<file path="config.mk">
export PLATFORM = sky130hd
export DESIGN_NAME = fast10_window
export DESIGN_NICKNAME = d
export VERILOG_FILES = /design/src/rtl/fast10_pkg.sv /design/src/rtl/fast10_window.sv
export SDC_FILE = /design/constraint.sdc
export NUM_CORES = 1
export LEC_CHECK = 0
export BUFFER_PORTS_ARGS = -buffer_cell sky130_fd_sc_hd__buf_2
export CAP_MARGIN = 5
export CORE_ASPECT_RATIO = 0.5
export CORE_MARGIN = 3
export CORE_UTILIZATION = 60
export DETAILED_ROUTE_END_ITERATION = 10
export PLACE_DENSITY = 0.79
export SYNTH_ARGS = -nofsm -noshare
export SYNTH_HDL_FRONTEND = slang
export SYNTH_SLANG_ARGS = --single-unit
</file>
<file path="constraint.sdc">
create_clock -name clock -period 10.45 [get_ports clock]
set_input_delay 1.045 -clock clock [delete_from_list [all_inputs] [get_ports clock]]
set_output_delay 1.045 -clock clock [all_outputs]
set_load 0.01 [all_outputs]
</file>
<file path="src/rtl/fast10_pkg.sv">
// ----------------------------------------------------------------------------
// FAST-10 corner detector package
// Shared types and constants for the corner detector: window geometry, the
// radius-3 circle offsets, register indexes and the result record.
// ----------------------------------------------------------------------------
package fast10_pkg;

   localparam int PIX_W      = 8;
   localparam int WIN        = 7;
   localparam int HALF       = 3;
   localparam int LINES      = 6;
   localparam int COLUMN_W   = PIX_W * WIN;
   localparam int LINE_W     = PIX_W * LINES;
   localparam int CIRCLE_LEN = 16;
   localparam int RUN_LEN    = 10;
   localparam int RSP_DEPTH  = 4;

   localparam int CIRCLE_DX [CIRCLE_LEN] =
      '{0, 1, 2, 3, 3, 3, 2, 1, 0, -1, -2, -3, -3, -3, -2, -1};
   localparam int CIRCLE_DY [CIRCLE_LEN] =
      '{-3, -3, -2, -1, 0, 1, 2, 3, 3, 3, 2, 1, 0, -1, -2, -3};

   // Register indexes on the configuration port.
   localparam logic [1:0] CSR_THRESHOLD    = 2'd0;
   localparam logic [1:0] CSR_IMAGE_WIDTH  = 2'd1;
   localparam logic [1:0] CSR_IMAGE_HEIGHT = 2'd2;

   localparam logic [7:0]  THRESHOLD_RESET    = 8'd20;
   localparam logic [11:0] IMAGE_WIDTH_RESET  = 12'd640;
   localparam logic [11:0] IMAGE_HEIGHT_RESET = 12'd480;

   // Position of a window centre, carried alongside the request.
   typedef struct packed {
      logic        valid;
      logic [10:0] col;
      logic [11:0] row;
   } centre_type;

   typedef struct packed {
      logic        centre_valid;
      logic [10:0] centre_col;
      logic [11:0] centre_row;
      logic        is_corner;
   } rsp_type;

endpackage

</file>
<file path="src/rtl/fast10_window.sv">
// ----------------------------------------------------------------------------
// FAST-10 window and segment test
// Holds the 7x7 window of pixel columns and tests its centre against the
// 16-pixel circle, producing one result record per shifted column.
// ----------------------------------------------------------------------------
module fast10_window (
   input  logic                         clock,
   input  logic                         reset,
   input  logic                         shift_en,
   input  logic [fast10_pkg::COLUMN_W-1:0] column,
   input  fast10_pkg::centre_type       centre_in,
   input  logic [7:0]                   threshold,
   output logic                         push_valid,
   output fast10_pkg::rsp_type          push_data
);
   import fast10_pkg::*;

   logic [COLUMN_W-1:0] window_ff [WIN];
   logic                s2_valid_ff;
   centre_type          s2_centre_ff;

   logic [PIX_W-1:0]    centre_px;
   logic [PIX_W-1:0]    lo_bound;
   logic [PIX_W-1:0]    hi_bound;
   logic [PIX_W:0]      hi_sum;
   logic [PIX_W-1:0]    circle_px [CIRCLE_LEN];
   logic [CIRCLE_LEN-1:0] dark;
   logic [CIRCLE_LEN-1:0] bright;
   logic                corner;

   function automatic logic has_run_of_ten(input logic [CIRCLE_LEN-1:0] mask);
      logic found;
      logic run;
      found = 1'b0;
      for (int i = 0; i < CIRCLE_LEN; i++) begin
         run = 1'b1;
         for (int j = 0; j < RUN_LEN; j++) begin
            run = run & mask[(i + j) & (CIRCLE_LEN - 1)];
         end
         found = found | run;
      end
      return found;
   endfunction

   always_ff @(posedge clock) begin
      if (shift_en) begin
         for (int x = 0; x < WIN - 1; x++) begin
            window_ff[x] <= window_ff[x + 1];
         end
         window_ff[WIN - 1] <= column;
         s2_centre_ff <= centre_in;
      end
   end

   always_ff @(posedge clock) begin
      if (reset) begin
         s2_valid_ff <= 1'b0;
      end else begin
         s2_valid_ff <= shift_en;
      end
   end

   // Both bounds saturate, so where the upper bound clips at 255 no pixel is bright.
   always_comb begin
      centre_px = window_ff[HALF][PIX_W*HALF +: PIX_W];
      lo_bound  = (centre_px > threshold) ? centre_px - threshold : '0;
      hi_sum    = {1'b0, centre_px} + {1'b0, threshold};
      hi_bound  = hi_sum[PIX_W] ? {PIX_W{1'b1}} : hi_sum[PIX_W-1:0];
      for (int i = 0; i < CIRCLE_LEN; i++) begin
         circle_px[i] = window_ff[HALF + CIRCLE_DX[i]][PIX_W*(HALF + CIRCLE_DY[i]) +: PIX_W];
         dark[i]      = circle_px[i] < lo_bound;
         bright[i]    = circle_px[i] > hi_bound;
      end
      corner = has_run_of_ten(dark) | has_run_of_ten(bright);
   end

   assign push_valid             = s2_valid_ff;
   assign push_data.centre_valid = s2_centre_ff.valid;
   assign push_data.centre_col   = s2_centre_ff.col;
   assign push_data.centre_row   = s2_centre_ff.row;
   assign push_data.is_corner    = s2_centre_ff.valid & corner;

endmodule

</file>
==> results of run 1 <==
-- cell usage after synthesis (3+ instances only) --
| master | n |
|---|---|
| edfxtp_1 | 368 |
| ha_1 | 240 |
| a21oi_1 | 74 |
| nor2_1 | 56 |
| a21o_1 | 47 |
| inv_1 | 46 |
| nand2_1 | 44 |
| o21ai_0 | 41 |
| nand3_1 | 28 |
| nand4_1 | 27 |
| o211ai_1 | 27 |
| nand2b_1 | 23 |
| a31oi_1 | 17 |
| nor3_1 | 15 |
| nor2b_1 | 14 |
| a211oi_1 | 12 |
| xnor2_1 | 10 |
| and4_1 | 7 |
| or3_1 | 7 |
| buf_2 | 6 |
| nor4_1 | 6 |
| o21a_1 | 5 |
| o31ai_1 | 5 |
| a211o_1 | 4 |
| a221o_1 | 4 |
| and3_1 | 4 |
| o21bai_1 | 4 |
| o311ai_1 | 4 |
| xor2_1 | 4 |
| a211oi_2 | 3 |
| a21boi_1 | 3 |
| a41oi_1 | 3 |
| o2111ai_1 | 3 |
| o21ai_1 | 3 |
-- state kept, by name, summed over array words and instances (netlist names) --
signal and flops:
push_valid 1, push_data 24, window_ff 344
-- per-layer routing --
metal / GRT usage (%) / routed length [um] / vias to the layer above
li1: - / - / 5124
met1: 35.77 / 17110 / 5322
met2: 38.00 / 16890 / 397
met3: 5.726 / 2964 / 114
met4: 8.379 / 1461 / 0
met5: 0 / 0 / -
-- logic make-up after synthesis --
family                     share of synthesized area [%]
and+or+nand+nor                                    7.232
xor gates and xnor gates                          0.6961
AOI/OAI and AO/OA                                  10.71
buffers and inverters                              1.236
DFF                                                62.85
adders and majority gates                          17.28
-- placed cells by master, fill, tap and decap left out, types with 7 or more instances in the layout --
cell / n
xnor2_1: 10
nand3_1: 28
nor3_1: 15
clkinv_1: 7
ha_1: 240
nand2b_1: 23
a31oi_1: 17
a21o_1: 47
buf_2: 115
clkbuf_16: 31
nor2_1: 56
inv_1: 46
buf_4: 19
or3_1: 7
o21ai_0: 41
and4_1: 7
nand2_1: 44
edfxtp_1: 368
nor2b_1: 14
nand4_1: 27
o211ai_1: 27
a21oi_1: 74
a211oi_1: 12
-- stage by stage --
step | cells | cell area [um^2] | utilization [%] | total power (uW)
6_report | 1772 | 19790 | 69.92 | 3654
5_1_grt | 1772 | 19790 | 69.92 | 3842
4_1_cts | 1772 | 19790 | 69.92 | 3671
3_5_place_dp | 1715 | 18780 | 66.37 | 2522
3_3_place_gp | 1715 | 18780 | 66.37 | 2475
2_1_floorplan | 1207 | 17610 | - | 2245
-- layout make-up --
cell class | instances | area share (%)
clock buffer | 32 | 3.939
inverter | 46 | 0.8726
sequential | 369 | 55.95
clock inverter | 25 | 1.138
tap | 382 | 2.415
timing repair buffer | 135 | 3.705
multi-input combinational | 783 | 31.98
-- power groups by stage --
stage               clock [uW]  sequential (uW)  combinational (uW)
CTS                       1180             1790                 701
global placement             0             1820                 654
detailed placement           0             1830                 696
finish                    1150             1790                 709
global route              1240             1800                 799
floorplan                    0             1800                 441
-- worst min-delay path by stage --
stage / cells after the start / endpoint / from / slack, ns
final: 0 / window_ff[4][6] / window_ff[5][6] / 0.41
after global routing: 0 / window_ff[1][24] / window_ff[2][24] / 0.42
after CTS: 0 / window_ff[4][26] / window_ff[5][26] / 0.41
after detailed placement: 0 / window_ff[1][37] / window_ff[2][37] / 0.40
after global placement: 0 / window_ff[0][36] / window_ff[1][36] / 0.40
after floorplan: 0 / window_ff[0][16] / window_ff[1][16] / 0.40
==> impl_metrics.env, run 1 <==
export IMPL_run_status="complete, no violations"
export IMPL_placement_setup_worst_slack_ns=3.361
export IMPL_start_util_pct=62.24
export IMPL_crit_buf_inv=3
export IMPL_postCtsSetupBuffers=0
export IMPL_timing_critical_path_max_delay_family="compound AO/OA/AOI/OAI gates"
export IMPL_netlist_cell_type_count=69
export IMPL_clk_transition_reported_paths_ns=0.07
export IMPL_critPathLaunchType="input pin"
export IMPL_firstDrtPassIters=5
export IMPL_async_set_or_reset_register_ratio_after_synthesis_pct=0
export IMPL_cp_startpoint="threshold[0]"
export IMPL_detail_route_vias_per_cell=6.183
export IMPL_critPathSlowestCell="o21a_1"
export IMPL_r2r_start="window_ff[6][38]"
export IMPL_portion_of_the_post_synthesis_area_used_by_sequential_elements_pct=62.85
export IMPL_switching_power_uw=1038
export IMPL_detail_route_drc_violations=0
export IMPL_finalHoldViolCount=0
export IMPL_netSwitchingFraction_pct=28.41
export IMPL_area_of_the_multi_input_gates_um2=6329
export IMPL_globalRoute_totalOverflow=0
export IMPL_synth_cells=1207
export IMPL_finalSetupViolations=0
export IMPL_synthTopCellsByArea="edfxtp_1 63%, ha_1 17%, a21oi_1 2.1%"
export IMPL_htree_levels=1
export IMPL_synthFlopType="edfxtp_1"
export IMPL_total_clock_buffers_created_by_cts=31
export IMPL_detail_route_wl_per_cell_um=21.69
export IMPL_worst_hold_path_type="reg -> reg"
export IMPL_via_count_of_the_first_global_routing_pass=11114
export IMPL_regToRegSetupSlack_ns=9.64
export IMPL_sequential_cell_area_in_the_final_layout_um2=11070
export IMPL_critPathCapture="push_data[0]"
export IMPL_fmaxAchievable_mhz=139.6
export IMPL_grt_antenna_before_repair=0
export IMPL_tritoncts_num_sinks=369
export IMPL_pin_count_of_the_biggest_net_entering_global_routing=137
export IMPL_cell_internal_power_uw=2616
export IMPL_layout_filler_cells=1906
export IMPL_grt_pass1_wl_um=59890
export IMPL_endpoint_kind="output port"
export IMPL_finalWorstPathRequiredPeriod_ns=7.161
export IMPL_p_leak_uw=0.007926
export IMPL_clockBufferDepth=3
export IMPL_final_setup_skew_ns=0.02299
export IMPL_synth_enable_flop_cells=368
export IMPL_number_of_gates_given_a_new_drive_strength_after_cts=0
export IMPL_layout_area_overhead_vs_synth_pct=12.35
export IMPL_critical_path_max_fanout=16
export IMPL_worst_setup_path_type="in -> out"
export IMPL_final_layout_size_suffix_gt1_share_pct=14.32
export IMPL_die_height_um=127.2
export IMPL_yosysWarningCount=0
export IMPL_core_rowCount=43
export IMPL_worst_path_largest_cell_delay_ns=0.89
export IMPL_worst_endpoint_arrival_ns=6.12
export IMPL_seq_power_share_pct=49.1
export IMPL_vdd_ir_drop_max_uv=163.1
export IMPL_cts_root_buf="clkbuf_16"
export IMPL_logic_depth_of_the_worst_register_to_register_path=0
export IMPL_mappedNetlistNets=1540
export IMPL_final_max_slew_violation_count=0
export IMPL_crit_path_cell_trace="buf_2, ha_1, fa_1, nor2b_1, o311ai_2, a21oi_1, nor2_1, o21bai_1, inv_1, o21a_1, ha_1, a21o_1, a211o_1, a41oi_1, o211ai_1, and3_4, a21oi_1, nor2_1, and3_1, o31ai_1, o311ai_1, buf_2"
export IMPL_synth_area_per_cell_um2=14.59
export IMPL_io_pin_count=117
export IMPL_gp_routability_congestion=0.9095
export IMPL_yosys_area_top_type_share_pct=62.74
export IMPL_setup_tns_ns=0
export IMPL_syn_cell_area_um2=17610
export IMPL_worst_endpoint_required_ns=9.41
export IMPL_cts_hold_buf=0
export IMPL_layout_worst_path_cycle_share_pct=68.53
export IMPL_antennaDiodeCount=0
export IMPL_routed_antenna_nets=0
export IMPL_via_count=10957
export IMPL_worst_hold_slack_ns=0.4123
export IMPL_clk_insertion_delay_late_ns=0.60
export IMPL_numPortBuffers=116
export IMPL_track_usage_pct=24.92
export IMPL_combPwrFrac_pct=19.4
export IMPL_ys_seq_elements=369
export IMPL_fp_dieW_um=248.3
export IMPL_hpwlAfterDp_um=26240
export IMPL_slew_headroom_pct=25.08
export IMPL_finish_net_count=1699
export IMPL_routed_wirelength_um=38430
export IMPL_floorplan_core_area_um2=28300
export IMPL_power_density_nw_per_um2=184.6
export IMPL_rr_endpoint="window_ff[5][38]"
export IMPL_tightestPinTransition_ns=1.124
export IMPL_layout_setup_ws_ns=3.289
export IMPL_tritoncts_clock_tree="yes"
export IMPL_clock_power_share_pct=31.5
export IMPL_worstSetupPathDepth=22
export IMPL_max_cap_violations=0
export IMPL_synth_area_leader_cell="edfxtp_1"
export IMPL_drt_iter0_markers=941
export IMPL_unrepaired_setup_endpoints_after_global_routing="false"
export IMPL_design_die_area_um2=31570
(Power assumes the default switching activity.)
==> run 2, diff against run 1 <==
ABC_AREA = 1   (was default)
clock period = 6.6 ns   (was 10.45 ns; I/O delays follow)
==> run 2 against run 1 <==
Against the previous run:
- design area rose by 0.84%
- combinational power rose by 59%
- critical path type is now reg -> out
- synthesized cell count rose by 17%
- area after synthesis rose by 0.67%
- register-to-register slack got worse by 3.9 ns
- clock-buffer cell count rose by 1
- critical path depth rose by 4
- sequential share of layout area fell by 0.47 points
- total power rose by 60%
- worst hold slack got worse by 0.18 ns
- cell count rose by 12%
- largest power group unchanged
==> impl_metrics.env, run 2 <==
export IMPL_run_status="complete, no violations"
export IMPL_final_layout_size_suffix_gt1_share_pct=12.99
export IMPL_fmaxAchievable_mhz=167.1
export IMPL_die_height_um=127.6
export IMPL_routed_wirelength_um=37300
export IMPL_synth_enable_flop_cells=368
export IMPL_slew_headroom_pct=25.41
export IMPL_worst_endpoint_arrival_ns=5.33
export IMPL_core_rowCount=43
export IMPL_total_clock_buffers_created_by_cts=31
export IMPL_gp_routability_congestion=0.9222
export IMPL_p_leak_uw=0.008582
export IMPL_layout_cells_most_common="edfxtp_1"
export IMPL_clk_insertion_delay_late_ns=0.59
export IMPL_grt_antenna_before_repair=0
export IMPL_finish_net_count=1911
export IMPL_placement_setup_worst_slack_ns=0.6990
export IMPL_grt_pass1_wl_um=58890
export IMPL_tightestPinTransition_ns=1.119
export IMPL_design_die_area_um2=31780
export IMPL_antennaDiodeCount=0
export IMPL_r2r_start="window_ff[4][50]"
export IMPL_io_pin_count=117
export IMPL_dpl_cell_area_um2=18900
export IMPL_numPortBuffers=116
export IMPL_worst_endpoint_required_ns=5.94
export IMPL_max_ffs_per_register=344
export IMPL_max_cap_violations=0
export IMPL_layout_filler_cells=2006
export IMPL_cp_startpoint="window_ff[3][26]"
export IMPL_firstDrtPassIters=6
export IMPL_synth_area_per_cell_um2=12.50
export IMPL_power_total_uw=5856
export IMPL_mappedNetlistNets=1751
export IMPL_async_set_or_reset_register_ratio_after_synthesis_pct=0
export IMPL_regToRegSetupSlack_ns=5.73
export IMPL_layout_worst_path_cycle_share_pct=90.69
export IMPL_ys_top_cells_by_count="368 x edfxtp_1, 278 x nand2_1, 240 x ha_1"
export IMPL_layout_area_overhead_vs_synth_pct=12.53
export IMPL_critPathCapture="push_data[0]"
export IMPL_critPathLaunchType="flop"
export IMPL_portion_of_the_post_synthesis_area_used_by_sequential_elements_pct=62.43
export IMPL_layout_cells_most_common_list="368 x edfxtp_1, 278 x nand2_1, 240 x ha_1"
export IMPL_ys_seq_elements=369
export IMPL_final_max_slew_violation_count=0
export IMPL_worst_hold_path_type="in -> reg"
export IMPL_power_density_nw_per_um2=293.5
export IMPL_yosysWarningCount=0
export IMPL_hpwlAfterDp_um=27460
export IMPL_fp_dieW_um=249.1
export IMPL_synthTopCellsByArea="edfxtp_1 62%, ha_1 17%, nand2_1 5.9%"
export IMPL_yosys_cell_count_top_type="edfxtp_1"
export IMPL_synthFlopType="edfxtp_1"
export IMPL_start_util_pct=62.42
export IMPL_floorplan_core_area_um2=28410
export IMPL_netlist_cell_type_count=37
export IMPL_logic_depth_of_the_worst_register_to_register_path=0
export IMPL_htree_levels=1
export IMPL_finalSetupViolations=0
export IMPL_largest_register="window_ff"
export IMPL_via_count_of_the_first_global_routing_pass=11483
export IMPL_detail_route_drc_violations=0
export IMPL_clk_transition_reported_paths_ns=0.07
export IMPL_finalHoldViolCount=0
export IMPL_final_setup_skew_ns=0.01396
export IMPL_routed_antenna_nets=0
export IMPL_clockBufferDepth=3
export IMPL_via_count=11333
export IMPL_vdd_ir_drop_max_uv=241.0
export IMPL_cts_root_buf="clkbuf_16"
export IMPL_detail_route_vias_per_cell=5.715
export IMPL_detail_route_wl_per_cell_um=18.81
export IMPL_drt_iter0_markers=955
export IMPL_track_usage_pct=23.83
export IMPL_cts_hold_buf=0
export IMPL_globalRoute_totalOverflow=0
export IMPL_critical_path_max_fanout=13
export IMPL_setup_tns_ns=0
export IMPL_rr_endpoint="window_ff[3][50]"
export IMPL_synth_area_leader_cell="edfxtp_1"
export IMPL_tritoncts_num_sinks=369
export IMPL_tritoncts_clock_tree="yes"
export IMPL_layout_setup_ws_ns=0.6147
export IMPL_pin_count_of_the_biggest_net_entering_global_routing=195
export IMPL_synth_cells=1418
export IMPL_endpoint_kind="output port"
export IMPL_unrepaired_setup_endpoints_after_global_routing="false"
export IMPL_syn_cell_area_um2=17730
export IMPL_yosys_area_top_type_share_pct=62.32
export IMPL_worst_setup_path_type="reg -> out"
export IMPL_worst_hold_slack_ns=0.2303
export IMPL_finish_instance_area_um2=19950
export IMPL_finalWorstPathRequiredPeriod_ns=5.985
## run 2: metrics by stage
step | util, % | cells
final | 70.24 | 1983
after global routing | 70.24 | 1983
after CTS | 70.22 | 1983
after detailed placement | 66.52 | 1927
after global placement | 66.52 | 1927
after floorplan | - | 1418
## run 2: kinds of logic (layout without fill, tap and decap cells)
group           count (synthesis)  after routing  synth area share, %
compound gates                179            179                5.631
fa+ha+maj                     242            242                17.16
simple gates                  486            486                11.42
xor+xnor                        5              5               0.2893
flops                         369            369                62.43
buf+inv                       137            320                3.062
## run 2: repair_timing
action / 4_1_cts / 5_1_grt
endpoints found under the hold margin: 0 / 0
buffers inserted: 0 / 0
resized for setup: 0 / 1
endpoints found under the setup margin: 0 / 1
## run 2: area by class of cell
| class | count | area, um^2 | area share (%) |
|---|---|---|---|
| Inverter | 131 | 491.7 | 2.464 |
| Sequential cell | 369 | 11070 | 55.48 |
| Tap cell | 382 | 478.0 | 2.395 |
| Clock buffer | 33 | 783.3 | 3.925 |
| Timing Repair Buffer | 133 | 730.7 | 3.662 |
| Multi-Input combinational cell | 912 | 6133 | 30.74 |
| Clock inverter | 23 | 266.5 | 1.336 |
## run 2: report_power, final
group          total, uW  leakage, uW  switching (uW)  internal, uW
Combinational       1130      0.00446             728           399
Sequential          2840      0.00361            79.3          2760
Clock               1890     0.000512             831          1060
## run 2: worst min path at each step
stage	start	end	slack (ns)	depth (start not counted)
after detailed placement	window_ff[2][26]	window_ff[1][26]	0.40	0
after global routing	reset	push_valid	0.21	2
after CTS	reset	push_valid	0.21	2
after global placement	window_ff[5][17]	window_ff[4][17]	0.40	0
final	reset	push_valid	0.23	2
after floorplan	window_ff[1][16]	window_ff[0][16]	0.40	0
## run 2: worst max-delay path, stage by stage (launching register included)
cell      delay (ns)
edfxtp_1        0.43
ha_1            0.46
nand2_1         0.11
o21ai_0         0.32
inv_1           0.07
nor2_1          0.15
nor2_1          0.07
nor2_1          0.10
nor2_1          0.06
nor2_1          0.12
nor2_1          0.06
nor2_1          0.10
nor2_1          0.09
o21ai_4         0.48
ha_1            0.36
a21oi_1         0.19
o21ai_0         0.14
a21oi_1         0.44
nand4_1         0.26
a21boi_1        0.18
nand2_1         0.07
nand2_1         0.05
nand2_1         0.04
nand2_1         0.06
nand2_1         0.05
a21oi_1         0.15
buf_2           0.15
## run 2: metal layers
metal	global-route usage [%]	share of wire (%)	vias up
li1	-	-	5437
met4	6.642	2.7	0
met5	0	0	-
met2	40.34	47	380
met1	32.13	43	5417
met3	4.475	6.9	99
==> run 3, diff against run 2 <==
ABC_AREA = default   (was 1)
CORE_ASPECT_RATIO = 1.4   (was 0.5)
==> run 3 against run 2 <==
Against the previous run:
- core utilization is 0.49 points lower
- combinational power hardly changed
- register-to-register slack better by 0.06 ns
- via count is 4.2% lower
- clock skew hardly changed
- design area is 0.25% higher
- worst hold slack better by 0.057 ns
- routed wire length is 2.6% higher
- non-clock buffer count is 12 higher
- flip-flop and latch count stayed put
==> impl_metrics.env, run 3 (synthesis gave the netlist of run 1 again) <==
export IMPL_run_status="complete, no violations"
export IMPL_layout_cells_most_common_list="368 x edfxtp_1, 240 x ha_1, 115 x buf_2"
export IMPL_start_util_pct=61.41
export IMPL_critPathSlowestCell="or4b_1"
export IMPL_netSwitchingFraction_pct=27.19
export IMPL_max_cap_violations=0
export IMPL_final_max_slew_violation_count=0
export IMPL_final_setup_skew_ns=0.01437
export IMPL_detail_route_drc_violations=0
export IMPL_routed_antenna_nets=0
export IMPL_critPathLaunchType="flop"
export IMPL_p_leak_uw=0.008056
export IMPL_critical_path_most_common_cell="a21o_1"
export IMPL_crit_path_cell_trace="ha_1, nor2b_1, o21ai_0, nand2b_1, a21o_1, a21o_1, a21o_1, a21oi_1, xnor2_1, nand2_1, buf_4, ha_1, a221o_1, nor4_1, o31ai_1, or4b_1, a211oi_1, o31ai_1, o311ai_1, buf_2"
export IMPL_cts_hold_buf=0
export IMPL_tritoncts_num_sinks=369
export IMPL_die_height_um=208.7
export IMPL_area_of_the_multi_input_gates_um2=6329
export IMPL_worst_hold_path_type="in -> reg"
export IMPL_worst_endpoint_arrival_ns=5.45
export IMPL_track_usage_pct=24.89
export IMPL_fp_dieW_um=150.8
export IMPL_power_density_nw_per_um2=296.3
export IMPL_pin_count_of_the_biggest_net_entering_global_routing=178
export IMPL_hpwlAfterDp_um=27140
export IMPL_gp_routability_congestion=0.9497
export IMPL_sequential_cell_area_in_the_final_layout_um2=11070
export IMPL_largest_register="window_ff"
export IMPL_setup_tns_ns=0
export IMPL_clock_power_share_pct=33.0
export IMPL_final_layout_size_suffix_gt1_share_pct=15.21
export IMPL_finalSetupViolations=0
export IMPL_design_die_area_um2=31480
export IMPL_antennaDiodeCount=0
export IMPL_finalNonFillerCells=1782
export IMPL_routed_wirelength_um=38280
export IMPL_globalRoute_totalOverflow=0
export IMPL_tritoncts_clock_tree="yes"
export IMPL_final_util_pct=69.75
export IMPL_grt_pass1_wl_um=59770
export IMPL_clk_transition_reported_paths_ns=0.07
export IMPL_grt_antenna_before_repair=0
export IMPL_layout_worst_path_cycle_share_pct=92.63
export IMPL_fmaxAchievable_mhz=163.6
export IMPL_postCtsSetupBuffers=0
export IMPL_worst_setup_path_type="reg -> out"
export IMPL_number_of_gates_given_a_new_drive_strength_after_cts=0
export IMPL_floorplan_core_area_um2=28680
export IMPL_layout_filler_cells=1965
export IMPL_cell_internal_power_uw=4316
export IMPL_slew_headroom_pct=34.13
export IMPL_critical_path_max_fanout=9
export IMPL_core_rowCount=73
export IMPL_finalHoldViolCount=0
export IMPL_switching_power_uw=1611
export IMPL_layout_area_overhead_vs_synth_pct=13.58
export IMPL_detail_route_wl_per_cell_um=21.48
export IMPL_detail_route_vias_per_cell=6.093
export IMPL_cts_root_buf="clkbuf_16"
export IMPL_via_count_of_the_first_global_routing_pass=11177
export IMPL_layout_cells_most_common="edfxtp_1"
export IMPL_clk_insertion_delay_late_ns=0.53
export IMPL_htree_levels=2
export IMPL_drt_iter0_markers=686
export IMPL_clockBufferDepth=3
export IMPL_io_pin_count=117
export IMPL_max_ffs_per_register=344
export IMPL_endpoint_kind="output port"
export IMPL_finish_net_count=1714
export IMPL_unrepaired_setup_endpoints_after_global_routing="false"
export IMPL_worst_endpoint_required_ns=5.94
export IMPL_combPwrFrac_pct=18.9
export IMPL_seq_power_share_pct=48.0
export IMPL_worst_path_largest_cell_delay_ns=0.54
export IMPL_vdd_ir_drop_max_uv=252.6
export IMPL_dp_cells=1718
export IMPL_firstDrtPassIters=7
export IMPL_tightestPinTransition_ns=0.9880
export IMPL_via_count=10857
export IMPL_total_clock_buffers_created_by_cts=36
export IMPL_finalWorstPathRequiredPeriod_ns=6.114
export IMPL_numPortBuffers=116
==> run 3: path summary, 6_finish.rpt <==
kind                            slack (ns)                to  depth (start not counted)        startpoint
worst max-delay path                  0.49      push_data[0]                         20  window_ff[3][25]
worst min-delay path                  0.29        push_valid                          2             reset
worst max register to register        5.79  window_ff[5][18]                          0  window_ff[6][18]
worst min register to register        0.41  window_ff[3][47]                          0  window_ff[4][47]
==> run 3: routing by layer <==
| metal | part of all wire, % | routed length (um) | GRT usage, % | vias up |
|---|---|---|---|---|
| met1 | 38 | 14410 | 29.60 | 5199 |
| met3 | 5.8 | 2201 | 4.273 | 138 |
| li1 | - | - | - | 5140 |
| met2 | 51 | 19500 | 43.03 | 380 |
| met4 | 5.7 | 2166 | 12.83 | 0 |
| met5 | 0 | 0 | 0 | - |
==> run 3: area by class of cell <==
type                       count  share of cell area (%)
timing repair buffer         145                   4.166
tap                          375                   2.346
clock buffer                  42                   4.722
sequential                   369                   55.34
multi-input combinational    783                   31.64
inverter                      46                  0.8631
clock inverter                22                  0.9257
==> run 3: power groups by stage <==
| stage | Combinational (uW) | Sequential [uW] | Clock (uW) |
|---|---|---|---|
| finish | 1120 | 2850 | 1960 |
| global route | 1260 | 2860 | 2090 |
| CTS | 1110 | 2850 | 2010 |
| detailed placement | 1100 | 2900 | 0 |
| global placement | 1060 | 2890 | 0 |
| floorplan | 698 | 2860 | 0 |
==> run 3: stage by stage <==
| stage | hold WS [ns] | setup WS [ns] | total power [uW] | area (um^2) |
|---|---|---|---|---|
| 3_5_place_dp | 0.4045 | 0.7158 | 3999 | 18870 |
| 3_3_place_gp | 0.4003 | 0.7722 | 3947 | 18870 |
| 6_report | 0.2872 | 0.4863 | 5927 | 20000 |
| 4_1_cts | 0.2662 | 0.5010 | 5970 | 20000 |
| 5_1_grt | 0.2784 | 0.06133 | 6212 | 20000 |
| 2_1_floorplan | 0.4003 | 1.162 | 3555 | 17610 |
==> run 3: worst max-delay path, delay by kind of cell, from the launching register on <==
kind	cells	cell delay, ns
AOI/OAI and AO/OA	10	1.97
DFF	1	0.48
buffers and inverters	2	0.48
adders and majority gates	2	0.66
xor gates and xnor gates	1	0.14
and+or+nand+nor	5	1.18
